## config.mk

```make
export PLATFORM = sky130hd
export DESIGN_NAME = rcv_front
export DESIGN_NICKNAME = d
export VERILOG_FILES = /design/src/rtl/rcv_pkg.sv /design/src/rtl/rcv_front.sv
export SDC_FILE = /design/constraint.sdc
export NUM_CORES = 1
export LEC_CHECK = 0
export ABC_AREA = 0
export BUFFER_PORTS_ARGS = -buffer_cell sky130_fd_sc_hd__buf_2
export CAP_MARGIN = 15
export CORE_UTILIZATION = 54
export DETAILED_ROUTE_END_ITERATION = 8
export PLACE_DENSITY_LB_ADDON = 0.25
export SLEW_MARGIN = 20
export SYNTH_ARGS = -nofsm -noshare
export SYNTH_HDL_FRONTEND = slang
export SYNTH_SLANG_ARGS = --single-unit
```

## constraint.sdc

```tcl
create_clock -name clk_i -period 7.4 [get_ports clk_i]
set_input_delay 1.11 -clock clk_i [delete_from_list [all_inputs] [get_ports clk_i]]
set_output_delay 1.11 -clock clk_i [all_outputs]
set_load 0.01 [all_outputs]
```

## src/rtl/rcv_pkg.sv

```systemverilog
// Shared types and constants for the 5x5 RGB convolution core.
package rcv_pkg;

  localparam int unsigned ColW     = 11;
  localparam int unsigned RowW     = 11;
  localparam int unsigned DimW     = 12;
  localparam int unsigned PixW     = 24;
  localparam int unsigned CoefW    = 40;
  localparam int unsigned KSize    = 5;
  localparam int unsigned LineBits = 3;
  localparam int unsigned AddrW    = LineBits + ColW;
  localparam int unsigned AccW     = 22;
  localparam int unsigned ProdW    = AccW + 16;
  localparam int unsigned JobDepth = 4;
  localparam int unsigned JobPtrW  = 2;

  typedef enum logic [2:0] {
    RegCoef0  = 3'd0,
    RegCoef1  = 3'd1,
    RegCoef2  = 3'd2,
    RegCoef3  = 3'd3,
    RegCoef4  = 3'd4,
    RegScale  = 3'd5,
    RegOffset = 3'd6,
    RegFrame  = 3'd7
  } reg_idx_e;

  typedef struct packed {
    logic [KSize-1:0][CoefW-1:0] coef;
    logic signed [15:0]          scale;
    logic signed [23:0]          offset;
    logic [DimW-1:0]             fw;
    logic [DimW-1:0]             fh;
  } cfg_t;

  typedef struct packed {
    logic [ColW-1:0] x;
    logic [RowW-1:0] y;
    logic            last;
  } job_t;

  typedef struct packed {
    logic             en;
    logic [AddrW-1:0] addr;
    logic [PixW-1:0]  data;
  } wr_t;

  typedef struct packed {
    logic [7:0] red;
    logic [7:0] green;
    logic [7:0] blue;
    logic       eof;
  } res_t;

endpackage

```

## src/rtl/rcv_front.sv

```systemverilog
// Front end: configuration registers, input positions, line store writes, job issue.
module rcv_front (
  input  logic                clk_i,
  input  logic                rst_ni,
  input  logic                cfg_valid_i,
  input  logic [2:0]          cfg_index_i,
  input  logic [39:0]         cfg_data_i,
  input  logic                push_i,
  output logic                full_o,
  input  logic                func_i,
  input  logic [7:0]          pixel_red_i,
  input  logic [7:0]          pixel_green_i,
  input  logic [7:0]          pixel_blue_i,
  input  logic                jq_full_i,
  input  logic                back_idle_i,
  output rcv_pkg::wr_t        wr_o,
  output rcv_pkg::job_t       job_o,
  output logic                job_push_o,
  output rcv_pkg::cfg_t       cfg_o
);

  logic [rcv_pkg::KSize-1:0][rcv_pkg::CoefW-1:0] coef_q;
  logic [15:0] scale_q;
  logic [23:0] offset_q;
  logic [21:0] fsize_q;
  logic [rcv_pkg::DimW-1:0] fw_q, fw_d, fh_q, fh_d;
  logic [rcv_pkg::ColW-1:0] in_col_q, in_col_d, out_col_q, out_col_d;
  logic [rcv_pkg::RowW-1:0] in_row_q, in_row_d, out_row_q, out_row_d;
  logic in_done_q, in_done_d;

  logic start, accept, far, do_emit, last, in_wrap, in_end;
  logic [rcv_pkg::DimW-1:0] w_e, h_e;
  logic [rcv_pkg::ColW-1:0] col_e, ocol_e;
  logic [rcv_pkg::RowW-1:0] row_e, orow_e;

  always_ff @(posedge clk_i or negedge rst_ni) begin
    if (!rst_ni) begin
      coef_q   <= '0;
      scale_q  <= 16'd256;
      offset_q <= '0;
      fsize_q  <= '0;
    end else if (cfg_valid_i) begin
      case (cfg_index_i) inside
        rcv_pkg::RegCoef0, rcv_pkg::RegCoef1, rcv_pkg::RegCoef2,
        rcv_pkg::RegCoef3, rcv_pkg::RegCoef4: coef_q[cfg_index_i] <= cfg_data_i;
        rcv_pkg::RegScale:  scale_q  <= cfg_data_i[15:0];
        rcv_pkg::RegOffset: offset_q <= cfg_data_i[23:0];
        rcv_pkg::RegFrame:  fsize_q  <= cfg_data_i[21:0];
        default: ;
      endcase
    end
  end

  always_comb begin
    start  = ~func_i & (in_done_q | (in_col_q == '0 && in_row_q == '0));
    full_o = jq_full_i | (start & ~back_idle_i);
    accept = push_i & ~full_o;
    w_e    = start ? ({1'b0, fsize_q[10:0]} + 12'd1) : fw_q;
    h_e    = start ? ({1'b0, fsize_q[21:11]} + 12'd1) : fh_q;
    col_e  = in_done_q ? '0 : in_col_q;
    row_e  = in_done_q ? '0 : in_row_q;
    ocol_e = start ? '0 : out_col_q;
    orow_e = start ? '0 : out_row_q;
    if (w_e == 12'd1) begin
      far = (row_e >= 11'd4);
    end else begin
      far = (row_e >= 11'd3) || (row_e == 11'd2 && col_e >= 11'd2);
    end
    do_emit = func_i ? in_done_q : far;
    last    = ({1'b0, orow_e} + 12'd1 >= h_e) && ({1'b0, ocol_e} + 12'd1 >= w_e);
    in_wrap = ({1'b0, col_e} + 12'd1 >= w_e);
    in_end  = in_wrap && ({1'b0, row_e} + 12'd1 >= h_e);

    job_o      = '{x: ocol_e, y: orow_e, last: last};
    job_push_o = accept & do_emit;
    wr_o       = '{en: accept & ~func_i, addr: {row_e[2:0], col_e},
                   data: {pixel_red_i, pixel_green_i, pixel_blue_i}};

    fw_d = fw_q;
    fh_d = fh_q;
    in_col_d = in_col_q;
    in_row_d = in_row_q;
    out_col_d = out_col_q;
    out_row_d = out_row_q;
    in_done_d = in_done_q;
    if (accept) begin
      if (!func_i) begin
        fw_d = w_e;
        fh_d = h_e;
        in_col_d = in_wrap ? '0 : col_e + 11'd1;
        in_row_d = in_end ? '0 : (in_wrap ? row_e + 11'd1 : row_e);
        in_done_d = in_end & ~(do_emit & last);
        out_col_d = ocol_e;
        out_row_d = orow_e;
      end else if (do_emit) begin
        in_done_d = ~last;
      end
      if (do_emit) begin
        if (last) begin
          out_col_d = '0;
          out_row_d = '0;
        end else if ({1'b0, ocol_e} + 12'd1 >= w_e) begin
          out_col_d = '0;
          out_row_d = orow_e + 11'd1;
        end else begin
          out_col_d = ocol_e + 11'd1;
          out_row_d = orow_e;
        end
      end
    end
  end

  always_ff @(posedge clk_i or negedge rst_ni) begin
    if (!rst_ni) begin
      fw_q <= 12'd1;
      fh_q <= 12'd1;
      in_col_q <= '0;
      in_row_q <= '0;
      out_col_q <= '0;
      out_row_q <= '0;
      in_done_q <= 1'b0;
    end else begin
      fw_q <= fw_d;
      fh_q <= fh_d;
      in_col_q <= in_col_d;
      in_row_q <= in_row_d;
      out_col_q <= out_col_d;
      out_row_q <= out_row_d;
      in_done_q <= in_done_d;
    end
  end

  assign cfg_o = '{coef: coef_q, scale: scale_q, offset: offset_q, fw: fw_q, fh: fh_q};

endmodule

```

==> metrics.csv, run 1 <==
metric,value,unit
global-route wire length before repair,71010,um
Final TNS setup,0,ps
Placed Area,0.01782,sq mm
GRT overflow,0,
"commonest non-fill, non-tap cells in the layout","buf_2, dfrtp_1, mux2_2",
worst setup path category,flop to output pin,
maximum operating frequency,163.9,MHz
Core Box Area,0.02870,sq mm
Leakage,8.963,nW
max-capacitance violation count,0,
Slew @ Worst Pin,1041,ps
CP required,6290,ps
crit-path max cell delay,570,ps
post-CTS sizing,0,
vias in the first global route,12330,
fin area,0.01894,sq mm
average cell area after synthesis,12.05,sq um
"Core Util, Final",65.99,%
startpoint types,flop,
Synth-to-Final Area Change,19.95,%
VDD IR max,0.0002242,V
H-tree depth,2,
Vias/cell,5.717,
Sequential Area,0.008287,sq mm
Routed WL per cell,21.89,um
Post-DRT Antenna Nets,0,
initial core utilization,55.01,%
Hold Path Class,flop to flop,
Root Buffer Master,clkbuf_16,
"CP delay by family, top",simple AND/OR/NAND/NOR gates,
"CTS clk-pin slew, worst paths",60,ps
slowest CP cell,or4_4,
"Warnings, synthesis",0,
Final Power,6.982,mW
setup violators final,0,
Power Dens Cells,368.7,mW/mm^2
IO Count,402,
CTS Hold Bufs,0,
Die ar.,0.02993,sq mm
Layout Cells excl Fill,2048,
CTS tree,done,
Syn Nets,1441,
minimum clock period,6100,ps
Cell variety after synth,78,
post-place setup slack,1480,ps
Synth Register Bits,331,
hpwl dp,32430,um
buffer and inverter count on the worst path,2,
Post-CTS Setup Bufs,0,
clock tree buffer depth,3,
clk_lat worst skew,510,ps
DR pass1 iterations,7,
total global-route track usage,30.24,%
sequential-to-total area share from yosys stat,52.48,%
grt met2 use,51.73,%
Worst setup EP type,output pin,
largest net degree at the start of global routing,166,
GP Congestion,0.8896,
area of the multi-input gates,0.007025,sq mm
# fillers,2232,
drt drc,0,
critical path arrival,4990,ps
"Slew Viols, Final",0,
Final Cycle Share,82.44,%
initial DRC count,740,
Reg2Reg Setup Slack,2280,ps
Slew headroom,30.57,%
met1 Use GR,37.20,%
Post-Synthesis Cell Area,0.01579,sq mm
dpl cells,1985,
final hold slack,497.4,ps
ys flop type,dfrtp_1,
peak fanout along the critical path,19,
die height,173.0,um
CP Cell Sequence,or4_4 -> nor4_2 -> o2bb2ai_4 -> nor2b_1 -> ha_1 -> nand3_1 -> or2_2 -> a21oi_1 -> ha_1 -> a21o_1 -> a2111oi_0 -> o21ai_0 -> nor2_1 -> or2_2 -> inv_1 -> buf_2,
via count,11710,
Post-synth EDFFs,0,
routing usage on met3,7.740,%
num rows,62,
clock skew,20.77,ps
final wirelength,44840,um
Num CTS Buffers,36,
Chip Width,173.0,um
initial antenna violation count,1,
RSZ-0062 raised after global routing,no,
outcome,finished clean,
Final Hold Viols,0,
Post-Synthesis Cells,1310,
share of post-route cells with drive strength above 1,43.36,%
"commonest non-fill, non-tap cell in the layout",buf_2,
Most Crowded Layer GR,met2,
Layout Nets,1770,
PortBufs,353,
Num Clock Sinks,331,
async set-reset flop share out of synthesis,100.0,%
worst setup margin,1300,ps
final cells by class:
cell class | count | share of cell area (%)
inverter | 24 | 0.4757
sequential | 331 | 43.75
clock inverter | 8 | 0.4360
antenna | 1 | 0.01321
clock buffer | 54 | 5.430
tap | 384 | 2.537
timing repair buffer | 373 | 10.26
multi-input combinational | 873 | 37.09
cell usage after synthesis (4+ instances only):
master    count  share of area [%]
and3_1       12               0.48
nand2_1      91                2.2
nor4_1        7               0.28
nor2_1       73                1.7
inv_1        22               0.52
nand4_1      10               0.40
mux2_2      263                 19
nand4b_1      5               0.28
buf_4        25                1.2
a22o_2        5               0.32
xnor2_1      34                1.9
nor2b_1      35                1.4
o31ai_1       5               0.24
and4_1        4               0.22
a22o_1        7               0.39
buf_1         8               0.19
nor3_1       13               0.41
a21oi_1      30               0.95
ha_1         57                4.5
nand3_1      35                1.1
dfrtp_1     328                 52
a21o_1        8               0.38
buf_2        10               0.32
nand2b_1      4               0.16
a211oi_1      4               0.19
o21a_1        6               0.29
xor2_1       20                1.1
o21ai_0      64                2.0
clkbuf_1     38               0.90
or2_2         6               0.24
registers in the layout, indices dropped and copies added (netlist names):
signal and flops:
fsize_q 22, in_done_q 1, out_col_q 11, out_row_q 11
offset_q 24, in_row_q 11, cfg_o 200, in_col_q 11
scale_q 16, fw_q 12, fh_q 12
routing by layer:
metal  wire (um)  vias to the layer above
met2       22260                      450
met4        1502                        2
met3        3397                       92
met1       17660                     5865
met5           8                        -
li1            -                     5300
worst register-to-register path, cell delays in order (launching register included):
cell and delay [ps]:
dfrtp_1 430, or4_4 570, nor4_2 330, o2bb2ai_4 300
nor2b_1 150, ha_1 300, nand3_1 170, or2_2 140
a21oi_1 70, ha_1 320, a21o_1 180, a2111oi_0 400
o21ai_0 190, nor2_1 500, nor4b_4 670, nand2_2 130
o31ai_2 190
report_power, final:
part           leakage, nW  total, mW  internal [mW]  switching (mW)
clock                0.542       1.71          0.997           0.711
combinational         4.39       2.69           1.11            1.57
sequential            4.03       2.59           2.24           0.345
final timing paths:
check / depth (start not counted) / endpoint / from
worst max-delay path: 16 / job_o[0] / in_row_q[6]$_DFFE_PN0P_
min in group asynchronous: 1 / out_row_q[2]$_DFFE_PN0P_ / rst_ni
max in group asynchronous: 2 / cfg_o[120]$_DFFE_PN0P_ / rst_ni
worst min-delay path: 1 / cfg_o[199]$_DFFE_PN0P_ / cfg_o[199]$_DFFE_PN0P_
worst min register to register: 1 / cfg_o[199]$_DFFE_PN0P_ / cfg_o[199]$_DFFE_PN0P_
worst max register to register: 16 / out_row_q[3]$_DFFE_PN0P_ / in_row_q[6]$_DFFE_PN0P_
cell families (layout without fill, tap and decap cells):
group	count (synthesis)	in the layout	share of synthesized area [%]
buf+inv	106	459	3.241
fa+ha+maj	57	57	4.517
xor+xnor	54	54	2.996
flops	331	331	52.48
other cells	0	1	0
simple gates	318	318	10.21
compound gates	178	178	7.608
mux	266	266	18.95
Note: power is estimated with default switching activity, not from simulation.
==> run 2: changes to the inputs <==
--- a/config.mk
+++ b/config.mk
@@ -5,7 +5,7 @@
 export SDC_FILE = /design/constraint.sdc
 export NUM_CORES = 1
 export LEC_CHECK = 0
-export ABC_AREA = 0
+export ABC_AREA = 1
 export BUFFER_PORTS_ARGS = -buffer_cell sky130_fd_sc_hd__buf_2
 export CAP_MARGIN = 15
 export CORE_UTILIZATION = 54
==> constraint.sdc (replaced) <==
create_clock -name clk_i -period 5.68 [get_ports clk_i]
set_input_delay 0.852 -clock clk_i [delete_from_list [all_inputs] [get_ports clk_i]]
set_output_delay 0.852 -clock clk_i [all_outputs]
set_load 0.01 [all_outputs]
==> run 2 against run 1 <==
  * Register-to-register slack got worse by 1100 ps
  * Cell count increased by 28%
  * Synthesized cell count increased by 47%
  * Critical endpoint unchanged
  * Largest power group unchanged
  * Highest routed layer unchanged
==> metrics.csv, run 2 <==
metric,value,unit,change
Slew headroom,29.48,%,was 30.57%
Worst setup EP type,output pin,,unchanged
minimum clock period,5222,ps,
num rows,62,,unchanged
met1 WL,18880,um,"was 17,660 um"
share of post-route cells with drive strength above 1,20.37,%,was 43.36%
GRT overflow,0,,unchanged
"commonest non-fill, non-tap cell in the layout",nand2_1,,was buf_2
hpwl dp,33570,um,"was 32,430 um"
XOR/XNOR Fraction of Synth Area,1.544,%,was 2.995%
Highest Signal Layer,met5,,unchanged
Core Box Area,0.02886,sq mm,was 0.02870 sq mm
Post-CTS Setup Bufs,0,,unchanged
VDD IR max,0.0002791,V,was 0.0002242 V
clock skew,8.682,ps,was 20.77 ps
post-synthesis simple-gate area fraction,21.37,%,was 10.21%
Vias/cell,5.348,,was 5.717
Post-DRT Antenna Nets,0,,unchanged
ys flop type,dfrtp_1,,unchanged
Yosys top cell area share,51.67,%,was 51.99%
largest family of logic cells by synthesized area,simple AND/OR/NAND/NOR gates,,was multiplexers
worst setup margin,458.4,ps,was 1300 ps
CTS Hold Bufs,0,,unchanged
setup violators final,0,,unchanged
routed wl met3,3451,um,was 3397 um
Final Cycle Share,91.93,%,
drt drc,0,,unchanged
post-CTS sizing,0,,unchanged
Die ar.,0.03010,sq mm,was 0.02993 sq mm
"count leader, synth",nand2_1,,was dfrtp_1
Slew @ Worst Pin,1055,ps,was 1041 ps
die height,173.5,um,was 173.0 um
PortBufs,353,,unchanged
largest net degree at the start of global routing,124,,was 166
Num Clock Sinks,331,,unchanged
GP Congestion,0.9266,,was 0.8896
dominant cells by area after synthesis,"dfrtp_1, nand2_1, o21ai_0, ha_1, inv_1",,"was dfrtp_1, mux2_2, ha_1, nand2_1, o21ai_0"
Routed WL per cell,17.79,um,was 21.89 um
global-route wire length before repair,74590,um,"was 71,010 um"
DR pass1 iterations,5,,was 7
startpoint types,flop,,unchanged
outcome,finished clean,,unchanged
"Slew Viols, Final",0,,unchanged
clock tree buffer depth,3,,unchanged
average cell area after synthesis,8.251,sq um,was 12.05 sq um
Power Dens Cells,509.1,mW/mm^2,was 368.7 mW/mm^2
IO Count,402,,unchanged
RSZ-0062 raised after global routing,no,,unchanged
worst setup path category,flop to output pin,,unchanged
Leakage,10.34,nW,was 8.963 nW
async set-reset flop share out of synthesis,100.0,%,unchanged
fin area,0.01896,sq mm,was 0.01894 sq mm
Chip Width,173.5,um,was 173.0 um
"CTS clk-pin slew, worst paths",70,ps,was 60 ps
Post-Synthesis Cells,1925,,"was 1,310"
Post-Synthesis Cell Area,0.01588,sq mm,was 0.01579 sq mm
Final Hold Viols,0,,unchanged
Cell variety after synth,37,,was 78
vias in the first global route,13730,,"was 12,330"
Final TNS setup,0,ps,unchanged
sequential-to-total area share from yosys stat,52.17,%,was 52.48%
"Warnings, synthesis",0,,unchanged
Synth Area in Compound Gates,12.43,%,was 7.608%
clk_lat worst skew,530,ps,was 510 ps
Num CTS Buffers,36,,unchanged
initial DRC count,1025,,was 740
Post-synth EDFFs,0,,unchanged
initial core utilization,55.04,%,was 55.01%
via count,14060,,"was 11,710"
Placed Area,0.01772,sq mm,was 0.01782 sq mm
post-place setup slack,615.5,ps,was 1480 ps
peak fanout along the critical path,18,,was 19
initial antenna violation count,4,,was 1
maximum operating frequency,191.5,MHz,
Yosys top cell by area,dfrtp_1,,unchanged
Layout Nets,2350,,"was 1,770"
CTS tree,done,,unchanged
Synth Area in Adders,4.490,%,was 4.517%
Synth-to-Final Area Change,19.35,%,was 19.95%
Hold Path Class,input port to asynchronous set/reset pin,,was flop to flop
met2 routed wirelength,22360,um,"was 22,260 um"
"commonest non-fill, non-tap cells in the layout","nand2_1, buf_2, o21ai_0",,"was buf_2, dfrtp_1, mux2_2"
mux contribution to synthesized area,0,%,was 18.95%
Syn Nets,2056,,"was 1,441"
Root Buffer Master,clkbuf_16,,unchanged
H-tree depth,2,,unchanged
final wirelength,46780,um,"was 44,840 um"
critical path arrival,4370,ps,was 4990 ps
"Core Util, Final",65.69,%,was 65.99%
CP required,4830,ps,was 6290 ps
Post-synth top cells,"nand2_1, o21ai_0, dfrtp_1",,"was dfrtp_1, mux2_2, nand2_1"
total global-route track usage,31.30,%,was 30.24%
max-capacitance violation count,0,,unchanged
Synth Register Bits,331,,unchanged
number of flip-flops in the largest register,200,,unchanged
run 2: cell count changes after synthesis, sizes merged, moves of 13 or more:
cell	delta
xnor2	-31
clkbuf	+33
inv	+163
and3	-13
o21ai	+266
mux2	-263
nand2	+481
nor2b	-35
nor2	+37
nand3	+69
run 2: logic make-up (layout without fill, tap and decap cells):
| logic type | count (synthesis) | in the layout |
|---|---|---|
| AOI/OAI and AO/OA | 385 | 385 |
| xor gates and xnor gates | 28 | 28 |
| adders and majority gates | 57 | 57 |
| buffers and inverters | 297 | 616 |
| DFF | 331 | 331 |
| other | 0 | 1 |
| and+or+nand+nor | 827 | 827 |
run 2: critical path: stages, from the launching register on:
cell,delay [ps]
dfrtp_1,400
nor2_1,140
nand2_1,90
nor2_2,160
nand3_2,100
nand2_4,150
nand2_4,160
inv_2,310
nor2_1,150
ha_1,260
nand4_1,190
inv_1,120
nand3_1,100
nand2_1,50
nand2_1,70
inv_1,50
ha_1,270
nand2_1,70
nor2_1,160
nand3_1,100
nand4_1,130
nand2_1,60
inv_1,340
buf_2,220
run 2: through the flow:
| step | cells | hold slack, ps | power [mW] |
|---|---|---|---|
| 2_1_floorplan | 1925 | 449.2 | 5.828 |
| 3_3_place_gp | 2565 | 461.2 | 7.039 |
| 3_5_place_dp | 2565 | 467.6 | 7.165 |
| 4_1_cts | 2628 | 441.7 | 9.663 |
| 5_1_grt | 2628 | 491.2 | 10.32 |
| 6_report | 2629 | 407.0 | 9.652 |
run 2: worst paths after layout:
path                                    startpoint                  endpoint  slack [ps]  cells after the start
max                        in_row_q[2]$_DFFE_PN0P_                  job_o[0]         460                     23
min                                         rst_ni    cfg_o[230]$_DFFE_PN0P_         410                      1
max reg2reg                in_col_q[4]$_DFFE_PN0P_  out_row_q[0]$_DFFE_PN0P_        1170                     28
min reg2reg                  cfg_o[91]$_DFFE_PN0P_     cfg_o[91]$_DFFE_PN0P_         480                      2
max in group asynchronous                   rst_ni    cfg_o[155]$_DFFE_PN0P_        4030                      2
min in group clk_i           cfg_o[91]$_DFFE_PN0P_     cfg_o[91]$_DFFE_PN0P_         480                      2
run 2: cell type report:
class | count | area (sq um)
multi-input combinational | 1297 | 6356
antenna | 1 | 2.502
clock inverter | 14 | 234.0
inverter | 185 | 694.4
sequential | 331 | 8287
clock buffer | 49 | 1001
timing repair buffer | 368 | 1902
fill | 2448 | 9901
tap | 384 | 480.5
run 2: routing by layer:
layer  vias up  GRT usage [%]
li1       6760              -
met1      6655          39.04
met2       519          51.87
met3       121          7.544
met4         6          13.79
met5         -              0
run 2: power by group:
| part | internal, mW | switching (mW) | leakage [nW] |
|---|---|---|---|
| sequential | 2.93 | 0.409 | 4.18 |
| combinational | 1.34 | 2.50 | 5.56 |
| clock | 1.48 | 0.993 | 0.599 |
| total | 5.75 | 3.91 | 10.3 |
