===== config.mk =====
export PLATFORM = sky130hd
export DESIGN_NAME = rcv_job_fifo
export DESIGN_NICKNAME = d
export VERILOG_FILES = /design/src/rtl/rcv_pkg.sv /design/src/rtl/rcv_job_fifo.sv
export SDC_FILE = /design/constraint.sdc
export NUM_CORES = 1
export LEC_CHECK = 0
export BUFFER_PORTS_ARGS = -buffer_cell sky130_fd_sc_hd__buf_4
export CORE_UTILIZATION = 50
export CTS_CLUSTER_SIZE = 30
export DETAILED_ROUTE_END_ITERATION = 10
export GPL_ROUTABILITY_DRIVEN = 0
export HOLD_SLACK_MARGIN = 0.03
export PLACE_DENSITY = 0.74
export REMOVE_ABC_BUFFERS = 1
export SKIP_CTS_REPAIR_TIMING = 1
export SLEW_MARGIN = 20
export SYNTH_ARGS = -nofsm -noshare
export SYNTH_HDL_FRONTEND = slang
export SYNTH_SLANG_ARGS = --single-unit

===== constraint.sdc =====
create_clock -name clk_i -period 2.7 [get_ports clk_i]
set_input_delay 0.27 -clock clk_i [delete_from_list [all_inputs] [get_ports clk_i]]
set_output_delay 0.27 -clock clk_i [all_outputs]
set_load 0.03 [all_outputs]

===== src/rtl/rcv_pkg.sv =====
// Shared types and constants for the 5x5 RGB convolution core.
package rcv_pkg;

  localparam int unsigned ColW     = 11;
  localparam int unsigned RowW     = 11;
  localparam int unsigned DimW     = 12;
  localparam int unsigned PixW     = 24;
  localparam int unsigned CoefW    = 40;
  localparam int unsigned KSize    = 5;
  localparam int unsigned LineBits = 3;
  localparam int unsigned AddrW    = LineBits + ColW;
  localparam int unsigned AccW     = 22;
  localparam int unsigned ProdW    = AccW + 16;
  localparam int unsigned JobDepth = 4;
  localparam int unsigned JobPtrW  = 2;

  typedef enum logic [2:0] {
    RegCoef0  = 3'd0,
    RegCoef1  = 3'd1,
    RegCoef2  = 3'd2,
    RegCoef3  = 3'd3,
    RegCoef4  = 3'd4,
    RegScale  = 3'd5,
    RegOffset = 3'd6,
    RegFrame  = 3'd7
  } reg_idx_e;

  typedef struct packed {
    logic [KSize-1:0][CoefW-1:0] coef;
    logic signed [15:0]          scale;
    logic signed [23:0]          offset;
    logic [DimW-1:0]             fw;
    logic [DimW-1:0]             fh;
  } cfg_t;

  typedef struct packed {
    logic [ColW-1:0] x;
    logic [RowW-1:0] y;
    logic            last;
  } job_t;

  typedef struct packed {
    logic             en;
    logic [AddrW-1:0] addr;
    logic [PixW-1:0]  data;
  } wr_t;

  typedef struct packed {
    logic [7:0] red;
    logic [7:0] green;
    logic [7:0] blue;
    logic       eof;
  } res_t;

endpackage


===== src/rtl/rcv_job_fifo.sv =====
// Job queue between front end and back end.
module rcv_job_fifo (
  input  logic          clk_i,
  input  logic          rst_ni,
  input  logic          push_i,
  input  rcv_pkg::job_t data_i,
  output logic          full_o,
  input  logic          pop_i,
  output rcv_pkg::job_t data_o,
  output logic          empty_o
);

  rcv_pkg::job_t mem_q [rcv_pkg::JobDepth];
  logic [rcv_pkg::JobPtrW-1:0] wp_q, rp_q;
  logic [rcv_pkg::JobPtrW:0]   cnt_q;

  assign full_o  = (cnt_q == (rcv_pkg::JobPtrW+1)'(rcv_pkg::JobDepth));
  assign empty_o = (cnt_q == '0);
  assign data_o  = mem_q[rp_q];

  always_ff @(posedge clk_i) begin
    if (push_i) begin
      mem_q[wp_q] <= data_i;
    end
  end

  always_ff @(posedge clk_i or negedge rst_ni) begin
    if (!rst_ni) begin
      wp_q <= '0;
      rp_q <= '0;
      cnt_q <= '0;
    end else begin
      if (push_i) wp_q <= wp_q + 1'b1;
      if (pop_i) rp_q <= rp_q + 1'b1;
      cnt_q <= cnt_q + (rcv_pkg::JobPtrW+1)'(push_i) - (rcv_pkg::JobPtrW+1)'(pop_i);
    end
  end

endmodule


==> key figures, run 1 <==
Outcome
  – Status: complete, no violations

STA
  – RSZ-0062 raised after global routing: false
  – Slew Viols, Final: 0
  – Final Hold Violating Endpoints: 0
  – Clk_skew: 5.88 ps
  – Worst relative slew slack: 61.5%
  – Fmax: 472 MHz
  – Tcrit/Tclk final: 78.5%
  – Least-Margin Pin Slew: 577 ps
  – Final worst slack: 579 ps
  – Fin crit period: 2120 ps
  – Final setup viols: 0
  – TNS Setup: 0 ps

Detailed routing
  – Wirelength per Cell: 17.1 µm
  – Vias per inst: 5.12
  – Final WL: 5520 µm
  – Routed via count: 1648
  – Residual DRC: 0
  – Detailed Route Iter0 Violations: 104
  – Drt first pass iters: 4
  – DRT antenna net count: 0

Layout
  – Most frequent cells in the layout: 92 x edfxtp_1, 54 x buf_4, 18 x mux4_2
  – Fin nets: 252
  – Area growth syn-to-layout: 19.3%
  – Inserted Diodes: 0
  – Cell area after layout: 4480 µm²
  – Share of cells above drive strength 1: 40.8%
  – Most common cell after layout, fill and taps aside: edfxtp_1
  – Post-route insts no fill: 322

Clock network
  – Total CTS buffers: 9
  – Clock root buffer: clkbuf_8
  – Clk Latency, worst-skew pair: 350 ps
  – H-tree depth: 3
  – Clk sinks: 99
  – Clock transition at path regs: 90 ps
  – TritonCTS clock tree: built
  – Maximum buffer depth of the clock tree: 2

Synth
  – Yosys reg bits: 99
  – Distinct cells, synth: 17
  – Share of the synthesized area in the top cell type: 73.6%
  – Sequential-to-total area share from yosys stat: 78.3%
  – Ys Warns: 0
  – Post-Synthesis Cells: 155
  – Syn Area/Cell: 24.2 µm²
  – Post-synthesis cell area: 3750 µm²
  – Top cells by area, synth: edfxtp_1 74%, mux4_2 11%, dfrtp_1 4.7%, mux4_1 3.5%, ha_1 2.0%
  – Cell taking the most area after synthesis: edfxtp_1

Critical path
  – Worst reg2reg path depth: 7
  – Crit path capture type: primary output
  – WS Path Type: register to primary output
  – CP Launch Type: register
  – Crit Path Max Fanout: 18
  – Worst Path Required: 2430 ps
  – Critical Path AT: 1850 ps

Placed design
  – Area after DPL: 4280 µm²
  – Placement Setup Slack: 927 ps
  – HPWL Detailed: 3680 µm
  – PortBufs: 51
  – Cells after DPL: 305

Global route
  – Global-route wire length before repair: 8730 µm
  – Largest net degree at the start of global routing: 19
  – Total track usage: 16.0%
  – Initial antenna violation count: 0
  – Global route overflow: 0
  – Vias in the first global route: 1701

Power
  – P_leak: 0.00160 µW
  – Power per Cell Area: 1100 nW/µm²
  – Worst vdd ir: 612 µV

Die
  – DIE HEIGHT: 88.6 µm
  – Row Count: 31
  – Starting Density: 51.7%
  – Die footprint: 7850 µm²
  – Die width: 88.6 µm
  – Core area: 7250 µm²
  – Io pins: 52

Min path
  – Min-delay worst type: input pin to register
  – Worst Hold Path Cells: 1

Flow run
  – Max_cap viols: 0
path summary, 6_finish.rpt:
check,slack (ps),startpoint,endpoint
worst max-delay path,580,rp_q[0]$_DFFE_PN0P_,data_o[0]
min in group asynchronous,260,rst_ni,cnt_q[0]$_DFF_PN0_
worst max register to register,1030,cnt_q[0]$_DFF_PN0_,cnt_q[2]$_DFF_PN0_
worst min-delay path,110,data_i[10],mem_q[2][10]$_DFFE_PP_
worst min register to register,530,wp_q[0]$_DFFE_PN0P_,wp_q[0]$_DFFE_PN0P_
max in group asynchronous,2300,rst_ni,rp_q[0]$_DFFE_PN0P_
cells by family after synthesis:
kind of cell	Yosys count	synth area share, %
flops	99	78.3
fa+ha+maj	7	2.53
xor+xnor	5	1.17
simple gates	8	1.17
compound gates	1	0.133
mux	23	14.3
buf+inv	12	2.37
report_power, final:
part | internal, µW | switching [µW]
registers | 2020 | 123
logic | 823 | 1040
clock network | 425 | 475
total | 3270 | 1640
synthesized netlist by cell type:
library cell and number:
xor2_1 2, dfrtp_1 7, mux4_2 18, and3_1 1, nand2_1 2, edfxtp_1 92, nor3_1 1, and2_1 4
o21ai_0 1, buf_12 2, ha_1 6, fa_1 1, xnor2_1 3, inv_1 6, buf_2 3, buf_6 1
mux4_1 5
per-layer routing:
layer	GRT usage (%)	routed length, µm	vias to the layer above
met4	6.60	81	0
met5	0	0	-
li1	-	-	758
met3	4.29	238	6
met1	21.2	2370	846
met2	25.3	2820	38
per-stage QoR:
step                util [%]  power (µW)  hold WS [ps]
floorplan                  -        3390         -25.6
global placement        58.9        4050          90.2
detailed placement      58.9        4080          91.4
CTS                     61.6        4970          -289
global route            61.7        5170           102
finish                  61.7        4910           114
cell type report:
class                           instances  area [µm²]
Clock inverter                          7        67.6
Clock buffer                            9         124
Fill cell                             482        2780
Multi-Input combinational cell         44         724
Tap cell                               99         124
Timing Repair Buffer                   58         475
Sequential cell                        99        2940
Inverter                                6        22.5
worst max-delay path: stages, from the launching register on:
cell	delay, ps
dfrtp_2	510
buf_12	230
mux4_1	570
buf_4	190
flip-flops by register name (all words and copies together) (netlist names):
register and flops:
cnt_q 3, mem_q 92, rp_q 2, wp_q 2
Power figures use the tool's default switching activity.
==> run 2, diff against run 1 <==
--- a/config.mk
+++ b/config.mk
@@ -11,7 +11,7 @@
 export DETAILED_ROUTE_END_ITERATION = 10
 export GPL_ROUTABILITY_DRIVEN = 0
 export HOLD_SLACK_MARGIN = 0.03
-export PLACE_DENSITY = 0.74
+export PLACE_DENSITY = 0.77
 export REMOVE_ABC_BUFFERS = 1
 export SKIP_CTS_REPAIR_TIMING = 1
 export SLEW_MARGIN = 20
==> constraint.sdc (replaced) <==
create_clock -name clk_i -period 1.92 [get_ports clk_i]
set_input_delay 0.192 -clock clk_i [delete_from_list [all_inputs] [get_ports clk_i]]
set_output_delay 0.192 -clock clk_i [all_outputs]
set_load 0.03 [all_outputs]
==> run 2 against run 1 <==
  * Final cell count rose by 7.5%
  * Critical path type unchanged
  * Clock power rose by 36%
  * Sequential share of layout area fell by 3.3 points
  * Utilization rose by 3.2 points
  * Global-route usage rose by 0.11 points
  * Power rose by 43%
  * Register-to-register slack got worse by 770 ps
==> key figures, run 2 (synthesized netlist as in run 1, its figures left out) <==
STA
  – Final Hold Slack: 34.7 ps (-79.5 ps)
  – Final setup viols: 0 (unchanged)
  – Final worst slack: 60.8 ps (-518 ps)
  – Slew Viols, Final: 0 (unchanged)
  – Worst relative slew slack: 76.9% (+15 points)
  – Tcrit/Tclk final: 96.8%
  – Clk_skew: 11.9 ps (+5.99 ps)
  – TNS Setup: 0 ps (unchanged)
  – RSZ-0062 raised after global routing: false
  – Final Hold Violating Endpoints: 0 (unchanged)
  – Fin crit period: 1860 ps
  – Least-Margin Pin Slew: 347 ps (-230 ps)
  – Fmax: 538 MHz

Power
  – P_leak: 0.00170 µW (+6.2%)
  – Worst vdd ir: 701 µV (+15%)
  – Power per Cell Area: 1490 nW/µm² (+36%)

Layout
  – Post-route insts no fill: 346 (+7.5%)
  – Inserted Diodes: 0 (unchanged)
  – Most frequent cells in the layout: 92 x edfxtp_1, 55 x buf_4, 21 x dlygate4sd3_1
  – Share of cells above drive strength 1: 38.9% (-1.9 points)
  – Biggest regs: mem_q x92, cnt_q x3
  – Area growth syn-to-layout: 25.6%
  – Biggest register: mem_q
  – Fin nets: 276 (+9.5%)
  – Most common cell after layout, fill and taps aside: edfxtp_1
  – Number of flip-flops in the largest register: 92 (unchanged)
  – # fillers: 501 (+3.9%)

Global route
  – Global-route wire length before repair: 8720 µm (about the same)
  – Initial antenna violation count: 0 (unchanged)
  – Global route overflow: 0 (unchanged)
  – Total track usage: 16.1% (+0.11 points)
  – Vias in the first global route: 1729 (+1.6%)
  – Largest net degree at the start of global routing: 24 (+5)

Critical path
  – Crit path capture type: primary output
  – WS Path Type: register to primary output
  – Max incr delay on CP: 520 ps (-50 ps)
  – Crit Path Max Fanout: 14 (-4)
  – Critical Path AT: 1670 ps (-180 ps)
  – Crit-path cells: buf_12 -> mux4_2 -> buf_4
  – Worst Path Required: 1730 ps (-700 ps)
  – FF-to-FF Start: cnt_q[0]$_DFF_PN0_
  – R2R Path End: cnt_q[2]$_DFF_PN0_
  – Slowest-stage cell, CP: mux4_2
  – Crit path from: rp_q[0]$_DFFE_PN0P_
  – CP Launch Type: register
  – CP Capture Point: data_o[5]
  – Worst reg2reg path depth: 7 (unchanged)
  – R2r setup slk: 260 ps (-770 ps)

Clock network
  – H-tree depth: 3 (unchanged)
  – Clock transition at path regs: 90 ps (about the same)
  – TritonCTS clock tree: built
  – Maximum buffer depth of the clock tree: 2 (unchanged)
  – Clock root buffer: clkbuf_8
  – Total CTS buffers: 9 (unchanged)
  – Clk sinks: 99 (unchanged)
  – Clk Latency, worst-skew pair: 360 ps (about the same)

Die
  – Die footprint: 7850 µm² (unchanged)
  – Die width: 88.6 µm (unchanged)
  – Core area: 7250 µm² (unchanged)
  – DIE HEIGHT: 88.6 µm (unchanged)
  – Io pins: 52 (unchanged)
  – Starting Density: 51.7% (unchanged)
  – Row Count: 31 (unchanged)

Detailed routing
  – Wirelength per Cell: 16.7 µm (-2.3%)
  – DRT antenna net count: 0 (unchanged)
  – Vias per inst: 4.98 (-2.7%)
  – Residual DRC: 0 (unchanged)
  – Final WL: 5790 µm (+4.9%)
  – Detailed Route Iter0 Violations: 116 (+12%)
  – Drt first pass iters: 4 (unchanged)
  – Routed via count: 1723 (+4.6%)

Placed design
  – PortBufs: 51 (unchanged)
  – Cells after DPL: 309 (+1.3%)
  – HPWL Detailed: 3640 µm (-1.0%)
  – Placement Setup Slack: 253 ps (-674 ps)

Flow run
  – Max_cap viols: 0 (unchanged)

Min path
  – Min-delay worst type: input pin to register

Outcome
  – Status: complete, no violations
[run 2: changes by cell type in the layout (fill, tap and decap cells not counted)]
cell	delta
buf_6	+3
dlygate4sd3_1	+20
clkinv_2	-2
clkinv_1	-1
bufinv_16	-1
clkinvlp_4	+2
buf_4	+1
inv_8	+2
[run 2: worst min path at each step]
| stage | startpoint | to | slack (ps) | depth (start not counted) |
|---|---|---|---|---|
| final | data_i[14] | mem_q[2][14]$_DFFE_PP_ | 30 | 1 |
| after global routing | data_i[20] | mem_q[0][20]$_DFFE_PP_ | 30 | 1 |
| after CTS | rst_ni | cnt_q[0]$_DFF_PN0_ | -380 | 1 |
| after detailed placement | rst_ni | cnt_q[0]$_DFF_PN0_ | 8 | 1 |
| after global placement | rst_ni | cnt_q[0]$_DFF_PN0_ | 9 | 1 |
| after floorplan | rst_ni | cnt_q[0]$_DFF_PN0_ | -100 | 0 |
[run 2: final cells by class]
| class | instances | area (µm²) | area share [%] |
|---|---|---|---|
| Clock buffer | 9 | 124 | 2.63 |
| Clock inverter | 7 | 61.3 | 1.30 |
| Inverter | 6 | 22.5 | 0.478 |
| Multi-Input combinational cell | 44 | 724 | 15.4 |
| Sequential cell | 99 | 2940 | 62.4 |
| Tap cell | 99 | 124 | 2.63 |
| Timing Repair Buffer | 82 | 717 | 15.2 |
[run 2: per-stage QoR]
stage / area (µm²) / power, µW / util, %
2_1_floorplan: 3680 / 4760 / -
3_3_place_gp: 4290 / 5740 / 59.2
3_5_place_dp: 4290 / 5800 / 59.2
4_1_cts: 4480 / 6990 / 61.7
5_1_grt: 4710 / 7360 / 65.0
6_report: 4710 / 7020 / 65.0
[run 2: critical path: cells and delay by family (launching register included)]
| family | cells | cell delay [ps] |
|---|---|---|
| buffers and inverters | 2 | 360 |
| flip-flops | 1 | 420 |
| multiplexers | 1 | 520 |
[run 2: layer usage]
layer / track usage, % / vias up / routed length, µm
li1: - / 809 / -
met1: 21.1 / 859 / 2670
met5: 0 / - / 0
met2: 25.7 / 45 / 2810
met4: 7.04 / 0 / 85
met3: 4.20 / 10 / 223
[run 2: power by group]
part	leakage (µW)	total [µW]	internal [µW]	switching, µW
Sequential	0.000926	2990	2840	150
Combinational	0.000691	2800	1270	1530
Clock	0.0000819	1220	492	731
==> run 3, diff against run 2 <==
--- a/config.mk
+++ b/config.mk
@@ -5,13 +5,13 @@
 export SDC_FILE = /design/constraint.sdc
 export NUM_CORES = 1
 export LEC_CHECK = 0
-export BUFFER_PORTS_ARGS = -buffer_cell sky130_fd_sc_hd__buf_4
 export CORE_UTILIZATION = 50
 export CTS_CLUSTER_SIZE = 30
 export DETAILED_ROUTE_END_ITERATION = 10
+export DONT_BUFFER_PORTS = 1
 export GPL_ROUTABILITY_DRIVEN = 0
 export HOLD_SLACK_MARGIN = 0.03
-export PLACE_DENSITY = 0.77
+export PLACE_DENSITY = 0.71
 export REMOVE_ABC_BUFFERS = 1
 export SKIP_CTS_REPAIR_TIMING = 1
 export SLEW_MARGIN = 20
==> run 3 against run 2 <==
  * Die area did not move
  * Clock power rose by 12%
  * Critical path depth fell by 1
  * Non-clock buffer count fell by 45
  * Power fell by 3.8%
  * Largest power group unchanged
==> key figures, run 3 (synthesized netlist as in run 1, its figures left out) <==
Outcome
  – Status: complete, no violations

Power
  – P_leak: 0.00149 µW (-12%)
  – Power per Cell Area: 1530 nW/µm² (+2.7%)
  – Worst vdd ir: 787 µV (+12%)

Global route
  – Initial antenna violation count: 0 (unchanged)
  – Global route overflow: 0 (unchanged)
  – Total track usage: 16.0% (-0.082 points)
  – Global-route wire length before repair: 8560 µm (-1.8%)
  – Largest net degree at the start of global routing: 24 (unchanged)
  – Vias in the first global route: 1608 (-7.0%)

STA
  – Fin crit period: 1860 ps (+2.43 ps)
  – Final Hold Violating Endpoints: 0 (unchanged)
  – Least-Margin Pin Slew: 333 ps (-14.4 ps)
  – Final Hold Slack: 176 ps (+141 ps)
  – Worst relative slew slack: 77.7% (+0.89 points)
  – Fmax: 537 MHz (-0.13%)
  – Final setup viols: 0 (unchanged)
  – Clk_skew: 6.35 ps (-5.52 ps)
  – Tcrit/Tclk final: 97.0% (+0.13 points)
  – Slew Viols, Final: 0 (unchanged)

Critical path
  – Worst Path Required: 1730 ps (about the same)
  – Critical Path AT: 1670 ps (about the same)
  – Crit Path Max Fanout: 16 (+2)
  – CP Launch Type: register
  – WS Path Type: register to primary output
  – Crit path capture type: primary output
  – R2r setup slk: 180 ps (-80 ps)

Detailed routing
  – Drt first pass iters: 4 (unchanged)
  – Wirelength per Cell: 19.3 µm (+16%)
  – Residual DRC: 0 (unchanged)
  – DRT antenna net count: 0 (unchanged)
  – Final WL: 5820 µm (+0.52%)
  – Detailed Route Iter0 Violations: 78 (-33%)
  – Vias per inst: 5.38 (+8.0%)
  – Routed via count: 1619 (-6.0%)

Layout
  – Biggest register: mem_q
  – Number of flip-flops in the largest register: 92 (unchanged)
  – Inserted Diodes: 0 (unchanged)
  – Fin nets: 231 (-16%)
  – Area growth syn-to-layout: 17.6%
  – Cell area after layout: 4410 µm² (-6.3%)
  – Share of cells above drive strength 1: 22.8% (-16 points)
  – Util after Layout: 60.8% (-4.1 points)
  – Most frequent cells in the layout: 92 x edfxtp_1, 26 x dlygate4sd3_1, 21 x mux4_2
  – Most common cell after layout, fill and taps aside: edfxtp_1
  – Biggest regs: mem_q x92, cnt_q x3

Placed design
  – PortBufs: 0 (-100%)
  – HPWL Detailed: 3480 µm (-4.4%)
  – Area after DPL: 3940 µm² (-8.2%)

Die
  – Die width: 88.6 µm (unchanged)
  – Core area: 7250 µm² (unchanged)
  – Row Count: 31 (unchanged)
  – Die footprint: 7850 µm² (unchanged)
  – DIE HEIGHT: 88.6 µm (unchanged)
  – Io pins: 52 (unchanged)
  – Starting Density: 51.7% (unchanged)

Clock network
  – Clock root buffer: clkbuf_8
  – Total CTS buffers: 9 (unchanged)
  – Clock transition at path regs: 80 ps (about the same)
  – Clk sinks: 99 (unchanged)
  – H-tree depth: 3 (unchanged)
  – TritonCTS clock tree: built
  – Maximum buffer depth of the clock tree: 2 (unchanged)
  – Clk Latency, worst-skew pair: 340 ps (-20 ps)

Min path
  – Min-delay worst type: input pin to async pin

Flow run
  – Max_cap viols: 0 (unchanged)
## run 3: cell count changes in the layout (fill, tap and decap cells not counted), sizes merged
cell / delta
buf: -50
bufinv: +2
clkbuf: +2
clkinv: +3
clkinvlp: -4
dlygate4sd3: +5
inv: -3
## run 3: worst paths after layout
kind                            depth (start not counted)                start             endpoint
worst min-delay path                                    1               rst_ni   cnt_q[2]$_DFF_PN0_
min in group clk_i                                      3                pop_i   cnt_q[0]$_DFF_PN0_
max in group asynchronous                               1               rst_ni  rp_q[0]$_DFFE_PN0P_
worst max-delay path                                    2  rp_q[0]$_DFFE_PN0P_            data_o[9]
worst max register to register                          7   cnt_q[0]$_DFF_PN0_   cnt_q[2]$_DFF_PN0_
worst min register to register                          1  rp_q[1]$_DFFE_PN0P_  rp_q[1]$_DFFE_PN0P_
## run 3: metal layers
| layer | vias up | share of wire [%] | global-route usage (%) |
|---|---|---|---|
| met5 | - | 0 | 0 |
| met4 | 0 | 1.3 | 7.92 |
| met3 | 6 | 4.7 | 6.06 |
| met2 | 50 | 53 | 26.1 |
| met1 | 850 | 40 | 18.7 |
| li1 | 713 | - | - |
## run 3: critical path: stages, from the launching register on
cell	delay, ps
dfrtp_2	460
buf_12	200
mux4_2	650
## run 3: through the flow
step / TNS, ps / std cells / power [µW] / worst slack (ps)
final: 0 / 301 / 6750 / 58.3
after global placement: 0 / 257 / 5260 / 315
after detailed placement: 0 / 257 / 5360 / 245
after floorplan: -2010 / 149 / 4760 / -171
after global routing: -10.3 / 301 / 7080 / -5.61
after CTS: -226 / 273 / 6730 / -89.7
## run 3: area by class of cell
cell class / instances / area [µm²]
Sequential cell: 99 / 2940
Fill cell: 534 / 2840
Multi-Input combinational cell: 44 / 713
Timing Repair Buffer: 37 / 405
Clock buffer: 11 / 131
Tap cell: 99 / 124
Clock inverter: 5 / 77.6
Inverter: 6 / 22.5
## run 3: report_power, final
part / internal (µW) / switching, µW
registers: 2840 / 155
logic: 906 / 1480
clock network: 731 / 636
total: 4480 / 2270
